### src/sv/grpw_pkg.sv
package grpw_pkg;

    localparam int MAX_WIDTH  = 512;
    localparam int MAX_HEIGHT = 512;

    localparam int DIM_W  = 10;
    localparam int ROW_W  = 9;
    localparam int COL_W  = 9;
    localparam int ELEV_W = 16;
    localparam int DIFF_W = ELEV_W + 1;
    localparam int ADDR_W = $clog2(MAX_WIDTH * MAX_HEIGHT);
    localparam int AREA_W = ADDR_W + 1;
    localparam int PADDR_W = 3;
    localparam int PDATA_W = 32;

    typedef enum logic [1:0] {
        ACT_LOAD  = 2'd0,
        ACT_START = 2'd1,
        ACT_STEP  = 2'd2
    } t_action;

    typedef enum logic [1:0] {
        ST_OK      = 2'd0,
        ST_BAD_ROW = 2'd1,
        ST_NO_WALK = 2'd2
    } t_status;

    localparam logic REG_WIDTH  = 1'b0;
    localparam logic REG_HEIGHT = 1'b1;

    typedef struct packed {
        logic [1:0]              action;
        logic signed [ELEV_W-1:0] elevation;
        logic [ROW_W-1:0]        start_row;
        logic                    coin;
    } t_in_item;

    typedef struct packed {
        logic [ROW_W-1:0] path_row;
        logic [COL_W-1:0] path_col;
        logic             last_step;
        logic [1:0]       status;
    } t_out_item;

    typedef struct packed {
        logic [DIM_W-1:0]  width;
        logic [DIM_W-1:0]  height;
        logic [AREA_W-1:0] area;
    } t_dims;

    typedef struct packed {
        logic                     we;
        logic [ADDR_W-1:0]        addr;
        logic signed [ELEV_W-1:0] wdata;
    } t_mem_req;

endpackage

### src/sv/grpw_walk.sv
module grpw_walk (
    input  logic                               i_clk,
    input  logic                               i_rst_n,
    input  logic                               i_in_valid,
    output logic                               o_in_ready,
    input  grpw_pkg::t_in_item                 i_in_item,
    output logic                               o_out_valid,
    input  logic                               i_out_ready,
    output grpw_pkg::t_out_item                o_out_item,
    input  grpw_pkg::t_dims                    i_dims,
    output grpw_pkg::t_mem_req                 o_mem_req,
    input  logic signed [grpw_pkg::ELEV_W-1:0] i_mem_rdata
);
    import grpw_pkg::*;

    typedef enum logic [8:0] {
        S_IDLE    = 9'b000000001,
        S_EXEC    = 9'b000000010,
        S_RD_HERE = 9'b000000100,
        S_RD_MID  = 9'b000001000,
        S_RD_UP   = 9'b000010000,
        S_RD_DN   = 9'b000100000,
        S_DIFF    = 9'b001000000,
        S_PICK    = 9'b010000000,
        S_EMIT    = 9'b100000000
    } t_state;

    function automatic logic [DIFF_W-1:0] abs_diff(
        input logic signed [ELEV_W-1:0] a,
        input logic signed [ELEV_W-1:0] b
    );
        logic signed [DIFF_W-1:0] d;
        d = {a[ELEV_W-1], a} - {b[ELEV_W-1], b};
        return d[DIFF_W-1] ? DIFF_W'(-d) : DIFF_W'(d);
    endfunction

    t_state                   r_state,    n_state;
    t_in_item                 r_item,     n_item;
    logic [AREA_W-1:0]        r_load_pos, n_load_pos;
    logic [ROW_W-1:0]         r_row,      n_row;
    logic [COL_W-1:0]         r_col,      n_col;
    logic                     r_walking,  n_walking;
    logic [ADDR_W-1:0]        r_base,     n_base;
    logic signed [ELEV_W-1:0] r_here,     n_here;
    logic signed [ELEV_W-1:0] r_mid,      n_mid;
    logic signed [ELEV_W-1:0] r_up,       n_up;
    logic [DIFF_W-1:0]        r_du,       n_du;
    logic [DIFF_W-1:0]        r_dr,       n_dr;
    logic [DIFF_W-1:0]        r_dd,       n_dd;
    t_out_item                r_res,      n_res;
    t_out_item                r_out,      n_out;
    logic                     r_out_valid, n_out_valid;

    logic [ROW_W+DIM_W-1:0]   prod;
    logic                     load_ok;
    logic                     is_top;
    logic                     is_bot;
    logic [ROW_W-1:0]         pick_row;
    logic [COL_W-1:0]         next_col;

    assign o_in_ready  = (r_state == S_IDLE);
    assign o_out_valid = r_out_valid;
    assign o_out_item  = r_out;

    assign load_ok  = (r_load_pos < i_dims.area);
    assign prod     = (ROW_W+DIM_W)'(r_row) * (ROW_W+DIM_W)'(i_dims.width);
    assign is_top   = (r_row == '0);
    assign is_bot   = ({1'b0, r_row} == i_dims.height - DIM_W'(1));
    assign next_col = r_col + COL_W'(1);

    // neighbour choice, right wins ties at the edges
    always_comb begin
        if (is_top) begin
            pick_row = (r_dr <= r_dd) ? r_row : r_row + ROW_W'(1);
        end else if (is_bot) begin
            pick_row = (r_dr <= r_du) ? r_row : r_row - ROW_W'(1);
        end else if (r_du < r_dr && r_du < r_dd) begin
            pick_row = r_row - ROW_W'(1);
        end else if (r_dr < r_du && r_dr < r_dd) begin
            pick_row = r_row;
        end else if (r_dd < r_du && r_dd < r_dr) begin
            pick_row = r_row + ROW_W'(1);
        end else if (r_du == r_dr || r_dr == r_dd) begin
            pick_row = r_row;
        end else begin
            pick_row = r_item.coin ? r_row - ROW_W'(1) : r_row + ROW_W'(1);
        end
    end

    always_comb begin
        o_mem_req.we    = 1'b0;
        o_mem_req.addr  = r_base;
        o_mem_req.wdata = r_item.elevation;
        case (r_state)
            S_EXEC: begin
                o_mem_req.we   = (r_item.action == ACT_LOAD) && load_ok;
                o_mem_req.addr = r_load_pos[ADDR_W-1:0];
            end
            S_RD_HERE: o_mem_req.addr = r_base;
            S_RD_MID:  o_mem_req.addr = r_base + ADDR_W'(1);
            S_RD_UP:   o_mem_req.addr = r_base + ADDR_W'(1) - ADDR_W'(i_dims.width);
            S_RD_DN:   o_mem_req.addr = r_base + ADDR_W'(1) + ADDR_W'(i_dims.width);
            default:   o_mem_req.addr = r_base;
        endcase
    end

    always_comb begin
        n_state     = r_state;
        n_item      = r_item;
        n_load_pos  = r_load_pos;
        n_row       = r_row;
        n_col       = r_col;
        n_walking   = r_walking;
        n_base      = r_base;
        n_here      = r_here;
        n_mid       = r_mid;
        n_up        = r_up;
        n_du        = r_du;
        n_dr        = r_dr;
        n_dd        = r_dd;
        n_res       = r_res;
        n_out       = r_out;
        n_out_valid = r_out_valid;

        if (r_out_valid && i_out_ready) begin
            n_out_valid = 1'b0;
        end

        case (r_state)
            S_IDLE: begin
                if (i_in_valid) begin
                    n_item  = i_in_item;
                    n_state = S_EXEC;
                end
            end
            S_EXEC: begin
                case (r_item.action)
                    ACT_LOAD: begin
                        if (load_ok) begin
                            n_load_pos = r_load_pos + AREA_W'(1);
                        end
                        n_state = S_IDLE;
                    end
                    ACT_START: begin
                        n_load_pos = '0;
                        n_state    = S_EMIT;
                        if ({1'b0, r_item.start_row} >= i_dims.height) begin
                            n_walking = 1'b0;
                            n_res     = '{path_row: '0, path_col: '0, last_step: 1'b0,
                                          status: ST_BAD_ROW};
                        end else begin
                            n_walking = 1'b1;
                            n_row     = r_item.start_row;
                            n_col     = '0;
                            n_res     = '{path_row: r_item.start_row, path_col: '0,
                                          last_step: 1'b0, status: ST_OK};
                        end
                    end
                    ACT_STEP: begin
                        if (!r_walking || {1'b0, r_row} >= i_dims.height
                                || {1'b0, r_col} + DIM_W'(1) >= i_dims.width) begin
                            n_walking = 1'b0;
                            n_res     = '{path_row: '0, path_col: '0, last_step: 1'b0,
                                          status: ST_NO_WALK};
                            n_state   = S_EMIT;
                        end else begin
                            n_base  = ADDR_W'(prod + (ROW_W+DIM_W)'(r_col));
                            n_state = S_RD_HERE;
                        end
                    end
                    default: n_state = S_IDLE;
                endcase
            end
            S_RD_HERE: n_state = S_RD_MID;
            S_RD_MID: begin
                n_here  = i_mem_rdata;
                n_state = S_RD_UP;
            end
            S_RD_UP: begin
                n_mid   = i_mem_rdata;
                n_state = S_RD_DN;
            end
            S_RD_DN: begin
                n_up    = i_mem_rdata;
                n_state = S_DIFF;
            end
            S_DIFF: begin
                n_du    = abs_diff(r_here, r_up);
                n_dr    = abs_diff(r_here, r_mid);
                n_dd    = abs_diff(r_here, i_mem_rdata);
                n_state = S_PICK;
            end
            S_PICK: begin
                n_row = pick_row;
                n_col = next_col;
                n_res = '{path_row: pick_row, path_col: next_col, last_step: 1'b0,
                          status: ST_OK};
                if ({1'b0, next_col} == i_dims.width - DIM_W'(1)) begin
                    n_walking       = 1'b0;
                    n_res.last_step = 1'b1;
                end
                n_state = S_EMIT;
            end
            S_EMIT: begin
                if (!r_out_valid || i_out_ready) begin
                    n_out       = r_res;
                    n_out_valid = 1'b1;
                    n_state     = S_IDLE;
                end
            end
            default: n_state = S_IDLE;
        endcase
    end

    always_ff @(posedge i_clk) begin
        if (!i_rst_n) begin
            r_state     <= S_IDLE;
            r_load_pos  <= '0;
            r_row       <= '0;
            r_col       <= '0;
            r_walking   <= 1'b0;
            r_out_valid <= 1'b0;
        end else begin
            r_state     <= n_state;
            r_load_pos  <= n_load_pos;
            r_row       <= n_row;
            r_col       <= n_col;
            r_walking   <= n_walking;
            r_out_valid <= n_out_valid;
        end
    end

    always_ff @(posedge i_clk) begin
        r_item <= n_item;
        r_base <= n_base;
        r_here <= n_here;
        r_mid  <= n_mid;
        r_up   <= n_up;
        r_du   <= n_du;
        r_dr   <= n_dr;
        r_dd   <= n_dd;
        r_res  <= n_res;
        r_out  <= n_out;
    end

endmodule

### config.mk
export PLATFORM = sky130hd
export DESIGN_NAME = grpw_walk
export DESIGN_NICKNAME = d
export VERILOG_FILES = /design/src/sv/grpw_pkg.sv /design/src/sv/grpw_walk.sv
export SDC_FILE = /design/constraint.sdc
export NUM_CORES = 1
export LEC_CHECK = 0
export BUFFER_PORTS_ARGS = -buffer_cell sky130_fd_sc_hd__clkbuf_2
export CORE_MARGIN = 2
export CORE_UTILIZATION = 40
export CTS_CLUSTER_SIZE = 10
export DETAILED_ROUTE_END_ITERATION = 7
export GPL_TIMING_DRIVEN = 1
export PLACE_DENSITY_LB_ADDON = 0.1
export SYNTH_ARGS = -nofsm -noshare
export SYNTH_HDL_FRONTEND = slang
export SYNTH_SLANG_ARGS = --single-unit
### constraint.sdc
create_clock -name i_clk -period 6.2 [get_ports i_clk]
set_clock_uncertainty 0.05 [all_clocks]
set_input_delay 1.24 -clock i_clk [delete_from_list [all_inputs] [get_ports i_clk]]
set_output_delay 1.24 -clock i_clk [all_outputs]
set_load 0.02 [all_outputs]
==> results of run 1 <==
## final cells by class
class	count	area [um2]
Clock buffer	44	824.5
Clock inverter	7	101.3
Fill cell	4830	27250
Inverter	234	878.3
Multi-Input combinational cell	1603	12400
Sequential cell	235	6576
Tap cell	672	840.8
Timing Repair Buffer	194	1096
## registers in the layout, summed over array words and instances (netlist names)
| signal | count |
|---|---|
| r_mid | 16 |
| r_walking | 1 |
| r_load_pos | 19 |
| r_state | 9 |
| r_col | 9 |
| r_item | 12 |
| r_du | 17 |
| r_row | 9 |
| o_mem_req | 16 |
| o_out_valid | 1 |
| r_dr | 17 |
| r_base | 18 |
| r_res | 21 |
| r_dd | 17 |
| r_here | 16 |
| r_up | 16 |
| o_out_item | 21 |
## power groups by stage
stage	logic (mW)	registers (mW)	clock network [mW]
final	0.413	1.73	1.68
after CTS	0.414	1.73	1.72
after floorplan	0.275	1.76	0
after global routing	0.458	1.74	1.78
after global placement	0.406	1.77	0
after detailed placement	0.410	1.77	0
## what timing repair did
action                                  4_1_cts  5_1_grt
endpoints found under the setup margin        3        6
gates resized for setup                       2        5
hold endpoints to repair                      0        0
hold buffers                                  0        0
## path summary, 6_finish.rpt
| check | endpoint | slack, ns | cells after the start |
|---|---|---|---|
| hold reg to reg | o_out_item[3] | 0.34 | 0 |
| setup reg to reg | r_base[17] | 0.49 | 19 |
| setup / recovery | o_mem_req[33] | 0.25 | 17 |
| hold / removal | o_out_item[3] | 0.34 | 0 |
## logic make-up (layout without fill, tap and decap cells)
kind of cell    Yosys count  after routing  share of synthesized area [%]
xor+xnor                177            177                          7.724
buf+inv                 314            479                          6.260
flops                   235            235                          32.61
mux                       7              7                         0.3970
simple gates            671            671                          17.11
fa+ha+maj               292            292                          20.53
compound gates          456            456                          15.37
## worst register-to-register path, stage by stage (launching register included)
cell and delay [ns]:
dfxtp_1 0.77, nand2_1 0.19, fa_1 0.53, inv_1 0.05, fa_1 0.51, inv_1 0.05
fa_1 0.48, inv_1 0.06, fa_1 0.54, inv_1 0.06, fa_1 0.49, inv_1 0.04
ha_1 0.34, a21oi_1 0.22, a211oi_1 0.10, o31ai_1 0.40, o21ai_0 0.19, o21a_1 0.19
nor2_1 0.12, xnor2_1 0.07
## metal layers
metal	wire length (um)	up-vias
met5	10	-
met4	1707	2
met3	3106	86
met2	26660	467
li1	-	7948
met1	25740	7763
## per-stage QoR
stage | hold WS [ns] | total power [mW] | setup WS [ns]
3_5_place_dp | 0.3545 | 2.177 | -0.06958
3_3_place_gp | 0.3527 | 2.173 | 0.04635
2_1_floorplan | 0.3503 | 2.035 | 0.1142
6_report | 0.3402 | 3.825 | 0.2469
5_1_grt | 0.3388 | 3.972 | 0.01687
4_1_cts | 0.3351 | 3.872 | 0.03471
## cell usage in the layout, fill, tap and decap left out, types with 7 or more instances in the layout
master / synthesis / final
inv_1: 233 / 233
ha_1: 227 / 227
nor2_1: 197 / 196
edfxtp_1: 187 / 187
clkbuf_2: 0 / 144
nand2_1: 135 / 135
a21oi_1: 133 / 133
xnor2_1: 125 / 125
o21ai_0: 70 / 69
fa_1: 65 / 65
nand3_1: 58 / 58
and2_1: 52 / 51
xor2_1: 51 / 51
buf_4: 17 / 50
dfxtp_1: 48 / 48
nor3_1: 40 / 39
a21o_1: 35 / 35
clkbuf_16: 0 / 31
nand4_1: 26 / 26
and3_1: 25 / 25
a211oi_1: 27 / 25
nand2b_1: 24 / 24
a31oi_1: 23 / 23
o21a_1: 16 / 16
nor2b_1: 16 / 15
a222oi_1: 14 / 14
nor4_1: 15 / 14
clkbuf_1: 44 / 13
o21bai_1: 12 / 12
o31ai_1: 12 / 12
o211ai_1: 11 / 11
or2_2: 10 / 10
or3_1: 9 / 9
a211o_1: 9 / 9
nor3_2: 7 / 8
o21ai_1: 7 / 8
nor4b_1: 8 / 8
and4_1: 7 / 7
nor3b_1: 9 / 7
==> metrics.yaml, run 1 <==
wirelength_um: 57220
critPathCaptureType: "output port"
htree_num_levels: 1
p_leak_nw: 9.991
area_delta_synth_final_pct: 12.63
place_hpwl_um: 45590
min_from: "r_res[3]"
crit_buf_inv: 4
hp-class: "reg -> reg"
period_share_pct: 96.02
layout-drive-gt1-share_pct: 13.21
rsz0062_at_grt: "no"
finalSetupViolCount: 0
worstSetupPathType: "in -> out"
place_inst: 2938
startpoint: "i_dims[30]"
fmax_ghz: 0.1680
fin_cells: 2989
fin_nets: 2677
synth_area_per_cell_um2: 9.372
synth_common_cells: "inv_1, ha_1, nor2_1, edfxtp_1, nand2_1"
synth_area_leaders: "edfxtp_1, ha_1, fa_1, xnor2_1, dfxtp_1"
ys_types: 102
dpl_cell_area_mm2: 0.02175
yosysSeqAreaShare_pct: 32.61
syn-cell-area_mm2: 0.02017
tns_ns: 0
synth_top_cell_area_share_pct: 27.84
fp.dieW_um: 228.5
share_comb_of_total_power_pct: 10.8
worst_pin_slew_ns: 1.190
timing.max_cap.violations: 0
post_cts_buffers: 0
first_pass_iters: 6
cts_sinks: 235
first_global_vias: 16050
met1_usage_pct: 29.23
num_vias: 16270
start_kind: "primary input"
p_seq_share_pct: 45.3
path_cells: "clkbuf_2 -> inv_1 -> ha_1 -> nand4_1 -> or3_1 -> nor3_1 -> buf_4 -> nor2_1 -> ha_1 -> and3_1 -> nand3_1 -> a31oi_1 -> nand3_1 -> nand2_1 -> xnor2_1 -> a221o_1 -> clkbuf_2"
async_reset_ff_share_pct: 0
cp.required_ns: 4.91
power.density_mw_per_mm2: 168.4
swShare_pct: 24.86
grt.busiest_layer: "met2"
crit_fanout: 7
io_pins: 145
cts_tree: "built"
synth_cells: 2152
clk_latency_ns: 0.60
grt_antenna_before_repair: 2
start_util_pct: 40.36
via_per_inst: 5.442
synth-seq-cells: 235
final_util_pct: 45.46
portBuffers: 144
intPower_mw: 2.874
coreArea_mm2: 0.04997
drtIter0Drc: 1257
n_antenna_cell: 0
cts_buffer_depth: 3
outcome: "completed"
root_buffer: "clkbuf_16"
postRouteAntennaNets: 0
syn_nets: 2531
hold_violations: 0
switchingPower_uw: 950.8
wl_per_cell_um: 19.14
synth_ff_type: "edfxtp_1"
yosys.area.top_type: "edfxtp_1"
grt.overflow.total: 0
slew_headroom_pct: 20.33
ys.warnings.count: 0
drc: 0
clockPowerShare_pct: 43.9
yosysMostFrequentCell: "inv_1"
critPathSlowestCell: "or3_1"
grtUsageMet2_pct: 36.09
track_usage_pct: 21.68
fin_area_mm2: 0.02272
path_delay_family: "simple AND/OR/NAND/NOR gates"
die_height_um: 228.5
grt_max_degree: 52
gr-usage-met3_pct: 3.256
min_period_ns: 5.953
ir_worst_vdd_uv: 185.8
cts_buffers: 30
place_congestion: 0.9219
regToRegStartpoint: "r_row[0]"
worst_path_largest_cell_delay_ns: 0.47
synth-edff-count: 187
slew_viol_final: 0
rows: 82
grt_pass1_wl_um: 89720
die_area_mm2: 0.05223
arrival_ns: 4.66
path_clk_slew_ns: 0.06
No activity file was read; power rests on OpenSTA's default activity.
==> run 2: changes to the inputs <==
--- a/config.mk
+++ b/config.mk
@@ -6,6 +6,9 @@
 export NUM_CORES = 1
 export LEC_CHECK = 0
 export BUFFER_PORTS_ARGS = -buffer_cell sky130_fd_sc_hd__clkbuf_2
+export CELL_PAD_IN_SITES_DETAIL_PLACEMENT = 0
+export CELL_PAD_IN_SITES_GLOBAL_PLACEMENT = 1
+export CORE_ASPECT_RATIO = 0.5
 export CORE_MARGIN = 2
 export CORE_UTILIZATION = 40
 export CTS_CLUSTER_SIZE = 10
==> run 2 against run 1 <==
Against the previous run: setup slack improved by 0.035 ns; non-clock buffer count is 2 higher; hold slack better by 0.027 ns; count of clock-buffer cells in the layout up 7; maximum frequency increased by 0.60%; final area decreased by 0.16%; first-iteration DRC count down 8.8%; critical path type unchanged; critical path depth grew 1; flip-flop and latch count unchanged.
==> metrics.yaml, run 2 (synthesized netlist as in run 1, its figures left out) <==
grt_antenna_before_repair: 0  # -2
outcome: "completed"
postRouteAntennaNets: 0  # unchanged
num_vias: 15910  # -2.2%
place_hpwl_um: 44840  # -1.6%
wirelength_um: 55960  # -2.2%
cp.required_ns: 4.91  # about the same
power.density_mw_per_mm2: 167.4  # -0.55%
worst_slack_ns: 0.2823  # +0.03536 ns
critPathSlowestCell: "or3_1"
worst_pin_slew_ns: 1.172  # -0.01766 ns
n_antenna_cell: 0  # unchanged
cts_sinks: 235  # unchanged
slew_headroom_pct: 21.52  # +1.2 points
fmax_ghz: 0.1690  # +0.60%
path_delay_family: "simple AND/OR/NAND/NOR gates"
drtIter0Drc: 1147  # -8.8%
rsz0062_at_grt: "no"
post_cts_buffers: 0  # unchanged
finalSetupViolCount: 0  # unchanged
dpl_worst_slack_ns: 0.02141  # +0.09099 ns
hold_violations: 0  # unchanged
start_util_pct: 40.34  # about the same
first_global_vias: 15420  # -3.9%
cts_tree: "built"
layout-drive-gt1-share_pct: 13.06  # -0.15 points
via_per_inst: 5.339  # -1.9%
tns_ns: 0  # unchanged
clockPowerShare_pct: 43.6  # -0.3 points
intPower_mw: 2.850  # -0.85%
fp.dieW_um: 321.6  # +41%
min_period_ns: 5.918  # -0.03536 ns
path_cells: "clkbuf_2 -> inv_1 -> buf_4 -> ha_1 -> nand4_1 -> or3_1 -> nand2_1 -> xnor2_1 -> ha_1 -> or3_1 -> a31o_2 -> nand3_1 -> a31oi_1 -> nand3_1 -> nand2_1 -> xnor2_1 -> a221o_1 -> clkbuf_2"
track_usage_pct: 21.49  # -0.19 points
die_area_mm2: 0.05234  # +0.21%
path_clk_slew_ns: 0.06  # about the same
grt_max_degree: 52  # unchanged
place_congestion: 0.8792  # -4.6%
area_delta_synth_final_pct: 12.45
start_kind: "primary input"
cts_buffer_depth: 3  # unchanged
root_buffer: "clkbuf_16"
wl_per_cell_um: 18.78  # -1.9%
io_pins: 145  # unchanged
final_common_cell: "inv_1"
ir_worst_vdd_uv: 204.2  # +9.9%
critPathCaptureType: "output port"
crit_fanout: 6  # -1
fin_nets: 2677  # unchanged
fillCellCount: 4937  # +2.2%
hp-class: "reg -> reg"
share_comb_of_total_power_pct: 10.8  # about the same
worstSetupPathType: "in -> out"
portBuffers: 144  # unchanged
grt.overflow.total: 0  # unchanged
slew_viol_final: 0  # unchanged
layout_common_cells: "inv_1, ha_1, nor2_1"
cts_buffers: 28  # -6.7%
rows: 58  # -29%
arrival_ns: 4.63  # -0.03 ns
swShare_pct: 24.96  # +0.10 points
worst_path_largest_cell_delay_ns: 0.46  # about the same
crit_buf_inv: 4  # unchanged
clk_latency_ns: 0.57  # -0.03 ns
period_share_pct: 95.45  # -0.57 points
first_pass_iters: 5  # -1
p_leak_nw: 9.984  # about the same
p_seq_share_pct: 45.7  # +0.4 points
grt_pass1_wl_um: 88110  # -1.8%
drc: 0  # unchanged
htree_num_levels: 1  # unchanged
timing.max_cap.violations: 0  # unchanged
coreArea_mm2: 0.05000  # about the same
die_height_um: 162.8  # -29%
switchingPower_uw: 947.8  # -0.31%
## run 2: through the flow
step                      hold WS [ns]  cells  util [%]  power, mW  area [um2]
after floorplan                 0.3503   2152         -      2.035       20180
after global placement          0.3532   2928     43.51      2.173       21750
after detailed placement        0.3545   2928     43.51      2.175       21750
after CTS                       0.3491   2980     45.29      3.849       22650
after global routing            0.3639   2980     45.36      3.950       22680
final                           0.3671   2980     45.36      3.798       22680
## run 2: what timing repair did
action                     4_1_cts  5_1_grt
setup endpoints to repair        1        6
gates resized for setup          1        7
hold buffers                     0        0
## run 2: cell type report
cell class / instances / area (um2) / area share [%]
well taps: 660 / 825.8 / 3.641
inverters: 234 / 878.3 / 3.873
multi-input cells: 1603 / 12400 / 54.66
clock inverters: 1 / 30.03 / 0.1324
clock buffers: 51 / 860.8 / 3.796
repair buffers: 196 / 1111 / 4.899
flip-flops and latches: 235 / 6576 / 29.00
## run 2: routing by layer
metal | vias to the layer above | wire length (um) | share of wire (%) | track usage (%)
met2 | 297 | 24450 | 44 | 33.57
met3 | 41 | 2433 | 4.3 | 2.885
met1 | 7617 | 28350 | 51 | 32.06
met5 | - | 0 | 0 | 0
met4 | 0 | 724 | 1.3 | 3.356
li1 | 7956 | - | - | -
## run 2: power groups by stage
stage | Combinational, mW | Clock [mW] | Sequential (mW)
3_3_place_gp | 0.406 | 0 | 1.77
4_1_cts | 0.409 | 1.71 | 1.73
5_1_grt | 0.457 | 1.76 | 1.74
6_report | 0.409 | 1.65 | 1.73
3_5_place_dp | 0.407 | 0 | 1.77
2_1_floorplan | 0.275 | 0 | 1.76
## run 2: path summary, 6_finish.rpt
kind	start	endpoint	slack, ns	depth (start not counted)
worst max register to register	r_row[0]	r_base[17]	0.62	19
worst min-delay path	r_res[17]	o_out_item[17]	0.37	0
worst max-delay path	i_dims[30]	o_mem_req[33]	0.28	18
worst min register to register	r_res[17]	o_out_item[17]	0.37	0
## run 2: worst register-to-register path, cell delays in order, from the launching register on
cell and delay (ns):
dfxtp_1 0.75, nand2_1 0.16, fa_1 0.52, inv_1 0.05
fa_1 0.50, inv_1 0.05, fa_1 0.47, inv_1 0.06
fa_1 0.53, inv_1 0.05, fa_1 0.50, inv_1 0.04
ha_1 0.22, nor3_1 0.23, a211oi_1 0.17, o31ai_1 0.42
o21ai_0 0.19, o21a_1 0.20, nor2_1 0.11, xnor2_1 0.08
