`config.mk`:
```
export PLATFORM = sky130hd
export DESIGN_NAME = grpw_cfg
export DESIGN_NICKNAME = d
export VERILOG_FILES = /design/src/sv/grpw_pkg.sv /design/src/sv/grpw_cfg.sv
export SDC_FILE = /design/constraint.sdc
export NUM_CORES = 1
export LEC_CHECK = 0
export ABC_AREA = 1
export BUFFER_PORTS_ARGS = -buffer_cell sky130_fd_sc_hd__buf_2
export CORE_ASPECT_RATIO = 2
export CORE_UTILIZATION = 50
export CTS_CLUSTER_DIAMETER = 80
export DETAILED_ROUTE_END_ITERATION = 7
export PLACE_DENSITY = 0.71
export SLEW_MARGIN = 25
export SYNTH_ARGS = -nofsm -noshare
export SYNTH_HDL_FRONTEND = slang
export SYNTH_SLANG_ARGS = --single-unit
export TNS_END_PERCENT = 5
```
`constraint.sdc`:
```
create_clock -name i_clk -period 5.4 [get_ports i_clk]
set_input_delay 1.62 -clock i_clk [delete_from_list [all_inputs] [get_ports i_clk]]
set_output_delay 1.62 -clock i_clk [all_outputs]
set_load 0.01 [all_outputs]
```
`src/sv/grpw_pkg.sv`:
```
package grpw_pkg;

    localparam int MAX_WIDTH  = 512;
    localparam int MAX_HEIGHT = 512;

    localparam int DIM_W  = 10;
    localparam int ROW_W  = 9;
    localparam int COL_W  = 9;
    localparam int ELEV_W = 16;
    localparam int DIFF_W = ELEV_W + 1;
    localparam int ADDR_W = $clog2(MAX_WIDTH * MAX_HEIGHT);
    localparam int AREA_W = ADDR_W + 1;
    localparam int PADDR_W = 3;
    localparam int PDATA_W = 32;

    typedef enum logic [1:0] {
        ACT_LOAD  = 2'd0,
        ACT_START = 2'd1,
        ACT_STEP  = 2'd2
    } t_action;

    typedef enum logic [1:0] {
        ST_OK      = 2'd0,
        ST_BAD_ROW = 2'd1,
        ST_NO_WALK = 2'd2
    } t_status;

    localparam logic REG_WIDTH  = 1'b0;
    localparam logic REG_HEIGHT = 1'b1;

    typedef struct packed {
        logic [1:0]              action;
        logic signed [ELEV_W-1:0] elevation;
        logic [ROW_W-1:0]        start_row;
        logic                    coin;
    } t_in_item;

    typedef struct packed {
        logic [ROW_W-1:0] path_row;
        logic [COL_W-1:0] path_col;
        logic             last_step;
        logic [1:0]       status;
    } t_out_item;

    typedef struct packed {
        logic [DIM_W-1:0]  width;
        logic [DIM_W-1:0]  height;
        logic [AREA_W-1:0] area;
    } t_dims;

    typedef struct packed {
        logic                     we;
        logic [ADDR_W-1:0]        addr;
        logic signed [ELEV_W-1:0] wdata;
    } t_mem_req;

endpackage

```
`src/sv/grpw_cfg.sv`:
```
module grpw_cfg (
    input  logic                          i_clk,
    input  logic                          i_rst_n,
    input  logic                          psel,
    input  logic                          penable,
    input  logic                          pwrite,
    input  logic [grpw_pkg::PADDR_W-1:0]  paddr,
    input  logic [grpw_pkg::PDATA_W-1:0]  pwdata,
    output logic [grpw_pkg::PDATA_W-1:0]  prdata,
    output logic                          pready,
    output grpw_pkg::t_dims               o_dims
);
    import grpw_pkg::*;

    logic [DIM_W-1:0]  r_width;
    logic [DIM_W-1:0]  r_height;
    logic [AREA_W-1:0] r_area;
    logic [DIM_W-1:0]  w_eff;
    logic [DIM_W-1:0]  h_eff;
    logic              wr_en;

    assign pready = 1'b1;
    assign wr_en  = psel && penable && pwrite && pready;

    always_comb begin
        if (r_width < DIM_W'(2)) begin
            w_eff = DIM_W'(2);
        end else if (r_width > DIM_W'(MAX_WIDTH)) begin
            w_eff = DIM_W'(MAX_WIDTH);
        end else begin
            w_eff = r_width;
        end
        if (r_height < DIM_W'(2)) begin
            h_eff = DIM_W'(2);
        end else if (r_height > DIM_W'(MAX_HEIGHT)) begin
            h_eff = DIM_W'(MAX_HEIGHT);
        end else begin
            h_eff = r_height;
        end
    end

    always_ff @(posedge i_clk) begin
        if (!i_rst_n) begin
            r_width  <= DIM_W'(MAX_WIDTH);
            r_height <= DIM_W'(MAX_HEIGHT);
            r_area   <= AREA_W'(MAX_WIDTH * MAX_HEIGHT);
        end else begin
            if (wr_en && paddr[2] == REG_WIDTH) begin
                r_width <= pwdata[DIM_W-1:0];
            end
            if (wr_en && paddr[2] == REG_HEIGHT) begin
                r_height <= pwdata[DIM_W-1:0];
            end
            r_area <= AREA_W'(w_eff) * AREA_W'(h_eff);
        end
    end

    always_comb begin
        case (paddr[2])
            REG_WIDTH:  prdata = PDATA_W'(r_width);
            REG_HEIGHT: prdata = PDATA_W'(r_height);
            default:    prdata = '0;
        endcase
    end

    assign o_dims.width  = w_eff;
    assign o_dims.height = h_eff;
    assign o_dims.area   = r_area;

endmodule

```
==> qor.csv, run 1 <==
stage;metric;value;unit
final_layout;area occupied by multi-input gates;3650;µm²
synth;number of distinct library cells after synthesis;28;
place;Post-Place Cell Area;5740;µm²
synth;netlist area before placement;5140;µm²
die;Core Area;10100;µm²
clock_tree;CTS Hold Bufs;0;
status;run status;finished clean;
final_layout;number of antenna diodes;0;
clock_tree;buffer cell driving the clock tree root;sky130_fd_sc_hd__clkbuf_16;
sta;slew at the pin closest to its max-slew limit;0.533;ns
final_layout;flip-flop and latch area;781;µm²
synth;total of flip-flops plus latches after synthesis;39;
final_layout;final cell area excluding filler cells;5970;µm²
drt;DRC marker count from the first detailed-route iteration;161;
worst_hold_path;number of cells on the worst hold path;2;
sta;number of hold violations in the final report;0;
setup_path;Startpoint Class;register;
synth;yosys warns;0;
sta;Slew Limit Fails;0;
global_route;met1 Track Usage GR;0.308;
place;worst slack at placement;0.186;ns
pwr;Sw Pwr;0.223;mW
pwr;part of the power in combinational logic;0.191;
pwr;Switching Share;0.292;
pwr;Int Pwr;0.541;mW
sta;count of final setup violators;0;
drt;number of design rule violations left after detail routing;0;
synth;most used flip-flop cell after synthesis;sky130_fd_sc_hd__dfxtp_1;
sta;min cycle time layout;5.14;ns
place;detailed placer's ending HPWL;11800;µm
global_route;number of antenna violations at the first check in global routing;0;
synth;count of flip-flops with a built-in enable after synthesis;0;
global_route;pin count of the biggest net entering global routing;34;
sta;Fmax;194;MHz
clock_tree;clk_lat worst skew;0.28;ns
clock_tree;clock transition at the registers of the reported paths;0.06;ns
clock_tree;buffer count from post-CTS setup fixing;0;
global_route;GRT met2 Usage;0.483;
drt;average wire per cell in the routed design;14.4;µm
synth;Mapped Avg Cell Area;6.98;µm²
synth;sequential area share after synthesis;0.152;
setup_path;destination of the worst register-to-register timing path;r_area[17];
pwr;Sequential Power Share;0.394;
global_route;met3 global-route usage;0.0360;
global_route;Tot GR Track Use;0.279;
sta;final clock skew;0.00291;ns
die;x dimension of the die;73.7;µm
die;die footprint;10700;µm²
pwr;Leak Pwr;3.48;nW
drt;number of optimization iterations in the first detailed-route pass;4;
die;number of standard-cell rows in the floorplan;52;
sta;RSZ-0062 raised after global routing;yes;
global_route;number of global-route vias before repair;4884;
clock_tree;H-tree depth;2;
worst_hold_path;hold endpoint;r_width[0];
setup_path;CP Capture Type;register;
synth;Post-Syn Instances;736;
final_layout;fraction of final layout cells sized beyond drive strength 1;0.152;
pwr;power share of the clock group;0.415;
sta;crit path setup slack, layout;0.257;ns
setup_path;required time at the worst-slack endpoint;5.58;ns
clock_tree;clock tree from TritonCTS;yes;
setup_path;worst setup slack for register-to-register paths;0.26;ns
pwr;peak supply drop;0.195;mV
sta;Max-slew headroom;0.645;
drt;antenna violation net count after detailed routing;0;
synth;ys async rst share;0;
worst_hold_path;Worst Min Path Start;r_width[0];
clock_tree;clock sink count;39;
drt;via density per instance;4.90;
final_layout;fin nets;981;
sta;aggregate negative setup slack;0;ns
die;initial standard-cell utilization of the core;0.510;
setup_path;Setup Crit Path Kind;register to register;
synth;largest cells by area after synthesis;sky130_fd_sc_hd__fa_1 24%, sky130_fd_sc_hd__dfxtp_1 15%, sky130_fd_sc_hd__ha_1 13%;
synth;cell accounting for the most synthesized area;sky130_fd_sc_hd__fa_1;
clock_tree;CTS Buf Count;5;
setup_path;reg2reg path depth;21;
drt;routed wire length;13900;µm
global_route;first-pass GRT wire length;22700;µm
setup_path;maximum fanout along the worst path;8;
drt;via count;4724;
die;I/O pin count;112;
synth;most numerous cell types in the synthesized netlist;166 x sky130_fd_sc_hd__inv_1, 165 x sky130_fd_sc_hd__nand2_1, 104 x sky130_fd_sc_hd__nor2_1, 61 x sky130_fd_sc_hd__fa_1, 52 x sky130_fd_sc_hd__ha_1;
setup_path;data arrival at the endpoint of the critical path;5.32;ns
die;die span in y;145;µm
clock_tree;deepest clock path buffer count;2;
setup_path;RR Startpoint;r_height[9];
place;Port-buffer cells;64;
pwr;pwr dens;128;nW/µm²
global_route;global-route layer with the greatest usage;met2;
synth;Synth top area share;0.238;
place;Final Wtd Congestion;1.00;
worst_hold_path;class of the tightest hold or removal check;register to register;
sta;period utilisation layout;0.952;
run;number of maximum-capacitance violations;0;
final_layout;growth of design area from synthesis to finish;16.1;%
synth;most frequent cell after synthesis;sky130_fd_sc_hd__inv_1;
global_route;leftover overflow at the end of global routing;0;
final_layout;number of filler instances in the final layout;986;
routing by layer:
metal,vias to the layer above,part of all wire
met5,-,0
met2,154,0.52
met3,58,0.036
li1,2331,-
met4,0,0.074
met1,2181,0.37
cells in the final DEF (no fill, tap or decap), types with 4 or more instances in the layout:
cell / n
sky130_fd_sc_hd__nor2_1: 101
sky130_fd_sc_hd__buf_4: 34
sky130_fd_sc_hd__dfxtp_1: 39
sky130_fd_sc_hd__o21ai_0: 33
sky130_fd_sc_hd__nand2_1: 164
sky130_fd_sc_hd__nor2_2: 4
sky130_fd_sc_hd__conb_1: 23
sky130_fd_sc_hd__buf_2: 64
sky130_fd_sc_hd__a21oi_1: 35
sky130_fd_sc_hd__clkbuf_16: 5
sky130_fd_sc_hd__nand3_1: 20
sky130_fd_sc_hd__fa_1: 61
sky130_fd_sc_hd__ha_1: 49
sky130_fd_sc_hd__inv_1: 165
cell families (layout without fill, tap and decap cells):
family / count (synthesis) / in the layout / share of synthesized area
other cells: 2 / 23 / 0.00146
fa+ha+maj: 113 / 113 / 0.364
buf+inv: 203 / 275 / 0.167
xor+xnor: 2 / 2 / 0.00341
compound gates: 74 / 74 / 0.0747
flops: 39 / 39 / 0.152
simple gates: 303 / 303 / 0.238
layout make-up:
type | count | share of cell area
clock buffer | 7 | 0.0256
clock inverter | 1 | 0.00126
inverter | 169 | 0.106
multi-input combinational | 515 | 0.611
sequential | 39 | 0.131
tap | 135 | 0.0283
timing repair buffer | 98 | 0.0965
state kept, by name, summed over array words and instances (netlist names):
register  cells
r_width      10
r_height     10
r_area       19
through the flow:
stage,power [mW],utilization,hold slack [ns],instances
final,0.763,0.592,0.500,964
after floorplan,0.407,-,0.452,757
after global routing,0.797,0.592,0.537,964
after CTS,0.768,0.585,0.501,964
after global placement,0.446,0.569,0.486,956
after detailed placement,0.448,0.569,0.492,956
worst max-delay path by stage:
stage / start / endpoint
4_1_cts: r_height[2] / r_area[12]
3_5_place_dp: r_height[2] / r_area[12]
6_report: r_height[9] / r_area[17]
2_1_floorplan: r_width[6] / r_area[18]
3_3_place_gp: r_height[2] / r_area[12]
5_1_grt: r_height[5] / r_area[15]
timing repair:
| action | in CTS | in global routing |
|---|---|---|
| setup endpoints to repair | 0 | 10 |
| gates resized for setup | 0 | 12 |
| hold endpoints to repair | 0 | 0 |
power groups by stage:
stage / sequential, mW / clock, mW / combinational [mW]
2_1_floorplan: 0.307 / 0 / 0.100
3_3_place_gp: 0.306 / 0 / 0.139
3_5_place_dp: 0.307 / 0 / 0.141
4_1_cts: 0.301 / 0.325 / 0.142
5_1_grt: 0.302 / 0.333 / 0.163
6_report: 0.301 / 0.316 / 0.146
critical path, cell delays in order, from the launching register on:
cell and delay (ns):
sky130_fd_sc_hd__dfxtp_1 0.58, sky130_fd_sc_hd__o21ai_2 0.12, sky130_fd_sc_hd__a21oi_1 0.45, sky130_fd_sc_hd__buf_4 0.23, sky130_fd_sc_hd__nor2_1 0.05, sky130_fd_sc_hd__fa_1 0.47, sky130_fd_sc_hd__inv_1 0.05, sky130_fd_sc_hd__fa_1 0.49
sky130_fd_sc_hd__inv_1 0.04, sky130_fd_sc_hd__ha_1 0.25, sky130_fd_sc_hd__inv_1 0.05, sky130_fd_sc_hd__fa_1 0.56, sky130_fd_sc_hd__inv_1 0.07, sky130_fd_sc_hd__fa_1 0.50, sky130_fd_sc_hd__ha_1 0.37, sky130_fd_sc_hd__nand2_1 0.11
sky130_fd_sc_hd__nor2_1 0.14, sky130_fd_sc_hd__nand2_1 0.07, sky130_fd_sc_hd__nand2_1 0.11, sky130_fd_sc_hd__nand2_1 0.09, sky130_fd_sc_hd__a21oi_1 0.14, sky130_fd_sc_hd__nor2_1 0.06
(Power assumes the default switching activity.)
==> run 2, diff against run 1 <==
--- a/config.mk
+++ b/config.mk
@@ -8,10 +8,11 @@
 export ABC_AREA = 1
 export BUFFER_PORTS_ARGS = -buffer_cell sky130_fd_sc_hd__buf_2
 export CORE_ASPECT_RATIO = 2
-export CORE_UTILIZATION = 50
+export CORE_UTILIZATION = 30
 export CTS_CLUSTER_DIAMETER = 80
 export DETAILED_ROUTE_END_ITERATION = 7
-export PLACE_DENSITY = 0.71
+export PLACE_DENSITY = 0.46
+export RECOVER_POWER = 100
 export SLEW_MARGIN = 25
 export SYNTH_ARGS = -nofsm -noshare
 export SYNTH_HDL_FRONTEND = slang
==> qor.csv, run 2 (synthesis results as in run 1) <==
stage;metric;value;unit
status;run status;finished clean;
sta;Max-slew headroom;0.493;
final_layout;non-filler cells in the finished layout;1055;
global_route;Tot GR Track Use;0.189;
sta;number of hold violations in the final report;0;
global_route;met1 Track Usage GR;0.180;
clock_tree;deepest clock path buffer count;2;
place;count of placed standard cells including taps;1046;
die;die span in y;187;µm
setup_path;data arrival at the endpoint of the critical path;5.37;ns
final_layout;fin nets;1000;
final_layout;growth of design area from synthesis to finish;21.3;%
die;initial standard-cell utilization of the core;0.307;
clock_tree;H-tree depth;2;
drt;via density per instance;4.46;
run;number of maximum-capacitance violations;0;
die;Core Area;16800;µm²
die;I/O pin count;112;
sta;period utilisation layout;0.950;
final_layout;most common cell after layout, fill and taps aside;sky130_fd_sc_hd__inv_1;
sta;RSZ-0062 raised after global routing;yes;
sta;min cycle time layout;5.13;ns
pwr;Switching Share;0.310;
drt;antenna violation net count after detailed routing;0;
pwr;Final Total Pwr;0.829;mW
final_layout;number of antenna diodes;0;
global_route;pin count of the biggest net entering global routing;34;
drt;DRC marker count from the first detailed-route iteration;123;
pwr;power share of the clock group;0.441;
global_route;first-pass GRT wire length;24600;µm
place;Final Wtd Congestion;0.799;
drt;via count;4710;
setup_path;maximum fanout along the worst path;6;
clock_tree;CTS Buf Count;5;
final_layout;number of flip-flops under the largest register name;19;
place;Port-buffer cells;64;
sta;Slew Limit Fails;0;
die;die footprint;17700;µm²
clock_tree;clk_lat worst skew;0.30;ns
global_route;leftover overflow at the end of global routing;0;
worst_hold_path;class of the tightest hold or removal check;register to register;
setup_path;Startpoint Class;register;
global_route;number of antenna violations at the first check in global routing;0;
clock_tree;buffer cell driving the clock tree root;sky130_fd_sc_hd__clkbuf_16;
clock_tree;clock transition at the registers of the reported paths;0.07;ns
global_route;number of global-route vias before repair;4813;
clock_tree;clock sink count;39;
place;detailed placer's ending HPWL;13400;µm
setup_path;CP Capture Type;register;
sta;count of final setup violators;0;
place;Post-Place Cell Area;5970;µm²
pwr;pwr dens;133;nW/µm²
setup_path;kind of cell adding the most delay to the critical path;adder cells;
pwr;Sw Pwr;0.257;mW
die;number of standard-cell rows in the floorplan;67;
drt;routed wire length;15700;µm
final_layout;fraction of final layout cells sized beyond drive strength 1;0.163;
setup_path;largest stage delay on the critical path;0.56;ns
final_layout;final cell area excluding filler cells;6240;µm²
clock_tree;clock tree from TritonCTS;yes;
pwr;Sequential Power Share;0.363;
final_layout;most used cells in the layout excluding fill and tap cells;163 x sky130_fd_sc_hd__inv_1, 156 x sky130_fd_sc_hd__nand2_1, 99 x sky130_fd_sc_hd__nor2_1, 61 x sky130_fd_sc_hd__fa_1, 48 x sky130_fd_sc_hd__ha_1;
setup_path;buffer and inverter count on the worst path;6;
setup_path;slowest stage cell on the critical path;sky130_fd_sc_hd__fa_1;
setup_path;required time at the worst-slack endpoint;5.64;ns
setup_path;Setup Crit Path Kind;register to register;
global_route;global-route layer with the greatest usage;met2;
pwr;Int Pwr;0.572;mW
pwr;Leak Pwr;3.48;nW
drt;number of optimization iterations in the first detailed-route pass;4;
drt;average wire per cell in the routed design;14.9;µm
final_layout;register with the most flip-flops;r_area;
sta;slew at the pin closest to its max-slew limit;0.761;ns
die;x dimension of the die;94.6;µm
sta;final clock skew;0.00616;ns
sta;Fmax;195;MHz
final_layout;Largest regs;r_area: 19 flops, r_height: 10 flops, r_width: 10 flops;
pwr;peak supply drop;0.0941;mV
global_route;GRT met2 Usage;0.380;
final_layout;utilization of the core after routing;0.372;
drt;number of design rule violations left after detail routing;0;
pwr;part of the power in combinational logic;0.196;
global_route;met3 global-route usage;0.0171;
==> run 2: cell types whose count changed in the layout (fill, tap and decap cells not counted), sizes merged <==
cell	before	now
clkinv	1	3
bufinv	0	1
clkinvlp	1	0
clkbuf	7	32
buf	98	90
==> run 2: cell type report <==
| cell class | count | area (µm²) |
|---|---|---|
| fillers | 1889 | 10500 |
| multi-input cells | 515 | 3690 |
| flip-flops and latches | 39 | 786 |
| repair buffers | 117 | 691 |
| inverters | 169 | 637 |
| well taps | 207 | 259 |
| clock buffers | 5 | 125 |
| clock inverters | 3 | 43.8 |
==> run 2: tightest hold or removal path, cell delays in order (launching register included) <==
cell and delay (ns):
sky130_fd_sc_hd__dfxtp_1 0.31, sky130_fd_sc_hd__inv_1 0.09, sky130_fd_sc_hd__a21oi_1 0.07
==> run 2: final timing paths <==
| kind | startpoint | slack, ns | endpoint | cells after the start |
|---|---|---|---|---|
| worst max-delay path | r_height[5] | 0.27 | r_area[17] | 25 |
| worst min-delay path | r_width[8] | 0.52 | r_width[8] | 2 |
| worst max register to register | r_height[5] | 0.27 | r_area[17] | 25 |
| worst min register to register | r_width[8] | 0.52 | r_width[8] | 2 |
==> run 2: power groups by stage <==
stage	combinational (mW)	clock [mW]	sequential (mW)
global route	0.180	0.385	0.302
finish	0.162	0.365	0.301
floorplan	0.100	0	0.307
global placement	0.153	0	0.307
CTS	0.153	0.379	0.301
detailed placement	0.152	0	0.307
==> run 2: routing by layer <==
metal / part of all wire / vias to the layer above / wire [µm]
met5: 0 / - / 0
met4: 0.045 / 0 / 710
met3: 0.025 / 32 / 396
met2: 0.58 / 107 / 9150
met1: 0.35 / 2201 / 5450
li1: - / 2370 / -
==> run 2: repair_timing <==
action	4_1_cts	5_1_grt
resized for setup	0	38
hold buffers	0	0
buffers inserted	0	1
endpoints found under the setup margin	0	11
==> run 2: metrics by stage <==
stage,setup slack [ns],hold WS (ns),setup TNS [ns]
global route,-0.0287,0.543,-0.0296
CTS,0.0108,0.512,0
finish,0.269,0.522,0
global placement,0.0364,0.497,0
floorplan,0.435,0.452,0
detailed placement,0.0615,0.500,0
==> run 3, diff against run 2 <==
--- a/config.mk
+++ b/config.mk
@@ -7,10 +7,10 @@
 export LEC_CHECK = 0
 export ABC_AREA = 1
 export BUFFER_PORTS_ARGS = -buffer_cell sky130_fd_sc_hd__buf_2
-export CORE_ASPECT_RATIO = 2
 export CORE_UTILIZATION = 30
 export CTS_CLUSTER_DIAMETER = 80
 export DETAILED_ROUTE_END_ITERATION = 7
+export GPL_TIMING_DRIVEN = 0
 export PLACE_DENSITY = 0.46
 export RECOVER_POWER = 100
 export SLEW_MARGIN = 25
==> constraint.sdc (replaced) <==
create_clock -name i_clk -period 5.6 [get_ports i_clk]
set_input_delay 1.68 -clock i_clk [delete_from_list [all_inputs] [get_ports i_clk]]
set_output_delay 1.68 -clock i_clk [all_outputs]
set_load 0.01 [all_outputs]
==> qor.csv, run 3 (synthesis results as in run 1) <==
stage;metric;value;unit
sta;worst hold slack;0.507;ns
drt;DRC marker count from the first detailed-route iteration;257;
clock_tree;clk_lat worst skew;0.29;ns
final_layout;fin nets;980;
final_layout;number of flip-flops under the largest register name;19;
die;die span in y;133;µm
sta;number of hold violations in the final report;0;
sta;min cycle time layout;5.32;ns
global_route;Tot GR Track Use;0.170;
setup_path;maximum fanout along the worst path;10;
final_layout;growth of design area from synthesis to finish;17.0;%
run;number of maximum-capacitance violations;0;
sta;Fmax;188;MHz
setup_path;Startpoint Class;register;
clock_tree;buffer cell driving the clock tree root;sky130_fd_sc_hd__clkbuf_16;
final_layout;most used cells in the layout excluding fill and tap cells;157 x sky130_fd_sc_hd__inv_1, 156 x sky130_fd_sc_hd__nand2_1, 102 x sky130_fd_sc_hd__nor2_1, 60 x sky130_fd_sc_hd__fa_1, 51 x sky130_fd_sc_hd__ha_1;
clock_tree;clock sink count;39;
die;die footprint;17700;µm²
clock_tree;deepest clock path buffer count;2;
pwr;peak supply drop;0.115;mV
sta;Slew Limit Fails;0;
setup_path;crit path from;r_height[9];
clock_tree;clock tree from TritonCTS;yes;
pwr;pwr dens;120;nW/µm²
global_route;first-pass GRT wire length;23400;µm
drt;antenna violation net count after detailed routing;0;
global_route;number of antenna violations at the first check in global routing;0;
setup_path;Setup Crit Path Kind;register to register;
final_layout;number of antenna diodes;0;
place;detailed placer's ending HPWL;11600;µm
sta;slew at the pin closest to its max-slew limit;0.614;ns
die;I/O pin count;112;
final_layout;fraction of final layout cells sized beyond drive strength 1;0.132;
drt;via density per instance;4.34;
clock_tree;clock transition at the registers of the reported paths;0.06;ns
clock_tree;buffer count from post-CTS setup fixing;0;
setup_path;data arrival at the endpoint of the critical path;5.51;ns
die;Core Area;16600;µm²
die;initial standard-cell utilization of the core;0.309;
sta;final clock skew;0.00729;ns
drt;number of design rule violations left after detail routing;0;
setup_path;CP Capture Type;register;
place;Port-buffer cells;63;
clock_tree;CTS Hold Bufs;0;
global_route;number of global-route vias before repair;4584;
final_layout;non-filler cells in the finished layout;1048;
status;run status;finished clean;
sta;RSZ-0062 raised after global routing;yes;
pwr;Leak Pwr;3.37;nW
die;x dimension of the die;133;µm
drt;average wire per cell in the routed design;13.3;µm
global_route;leftover overflow at the end of global routing;0;
drt;routed wire length;13900;µm
global_route;pin count of the biggest net entering global routing;12;
final_layout;final cell area excluding filler cells;6020;µm²
sta;Max-slew headroom;0.589;
sta;count of final setup violators;0;
setup_path;RR Startpoint;r_height[9];
clock_tree;CTS Buf Count;5;
place;Final Wtd Congestion;0.842;
drt;number of optimization iterations in the first detailed-route pass;5;
sta;period utilisation layout;0.951;
setup_path;required time at the worst-slack endpoint;5.79;ns
worst_hold_path;Worst Min Path Start;r_width[1];
setup_path;worst setup slack for register-to-register paths;0.28;ns
worst_hold_path;class of the tightest hold or removal check;register to register;
final_layout;Largest regs;r_area: 19 flops, r_height: 10 flops, r_width: 10 flops;
place;Post-Place Cell Area;5810;µm²
die;number of standard-cell rows in the floorplan;47;
final_layout;register with the most flip-flops;r_area;
place;count of placed standard cells including taps;1040;
drt;via count;4545;
final_layout;most common cell after layout, fill and taps aside;sky130_fd_sc_hd__inv_1;
clock_tree;H-tree depth;2;
## run 3: area by class of cell
cell class              count  area, µm²
repair buffers             63        288
multi-input cells         515       3670
clock buffers               7        133
flip-flops and latches     39        785
fillers                  1870      10600
clock inverters             1       5.00
plain buffers              34        216
inverters                 169        647
well taps                 220        275
## run 3: per-stage QoR
stage | utilization | setup slack (ns) | total power [mW] | setup TNS, ns
floorplan | - | 0.635 | 0.393 | 0
global placement | 0.349 | -0.0574 | 0.439 | -0.0811
detailed placement | 0.349 | -0.0793 | 0.438 | -0.115
CTS | 0.358 | 0.0303 | 0.723 | 0
global route | 0.361 | -0.0338 | 0.764 | -0.0368
finish | 0.361 | 0.276 | 0.724 | 0
## run 3: final timing paths
path	end	depth (start not counted)
hold reg to reg	r_width[1]	2
setup reg to reg	r_area[12]	21
setup / recovery	r_area[12]	21
hold / removal	r_width[1]	2
## run 3: worst max-delay path, cell delays in order, from the launching register on
cell and delay [ns]:
sky130_fd_sc_hd__dfxtp_1 0.34, sky130_fd_sc_hd__buf_2 0.28, sky130_fd_sc_hd__inv_2 0.18, sky130_fd_sc_hd__nand2_1 0.39, sky130_fd_sc_hd__inv_1 0.16, sky130_fd_sc_hd__nand2_1 0.13, sky130_fd_sc_hd__fa_1 0.46, sky130_fd_sc_hd__fa_1 0.51
sky130_fd_sc_hd__inv_1 0.07, sky130_fd_sc_hd__fa_1 0.50, sky130_fd_sc_hd__fa_1 0.53, sky130_fd_sc_hd__fa_1 0.50, sky130_fd_sc_hd__ha_1 0.40, sky130_fd_sc_hd__nand2_2 0.11, sky130_fd_sc_hd__nor2_1 0.17, sky130_fd_sc_hd__nand2_1 0.08
sky130_fd_sc_hd__nand2_2 0.13, sky130_fd_sc_hd__nand2_1 0.09, sky130_fd_sc_hd__nand2_1 0.06, sky130_fd_sc_hd__nand2_1 0.05, sky130_fd_sc_hd__inv_1 0.05, sky130_fd_sc_hd__nor2_1 0.03
## run 3: repair_timing
action,in CTS,in global routing
setup endpoints to repair,4,11
gates resized for setup,3,34
pin swaps,0,0
endpoints found under the hold margin,0,0
gates cloned,0,0
## run 3: where the power goes
group          switching, mW  total [mW]  leakage [nW]  internal, mW
sequential           0.00543       0.291         0.317         0.285
clock                  0.118       0.283        0.0679         0.165
combinational         0.0997       0.150          2.98        0.0501
## run 3: per-layer routing
layer | up-vias | share of wire | track usage
met5 | - | 0 | 0
met4 | 0 | 0.016 | 0.0466
met3 | 9 | 0.045 | 0.0203
met2 | 80 | 0.46 | 0.279
met1 | 2130 | 0.48 | 0.234
li1 | 2326 | - | -
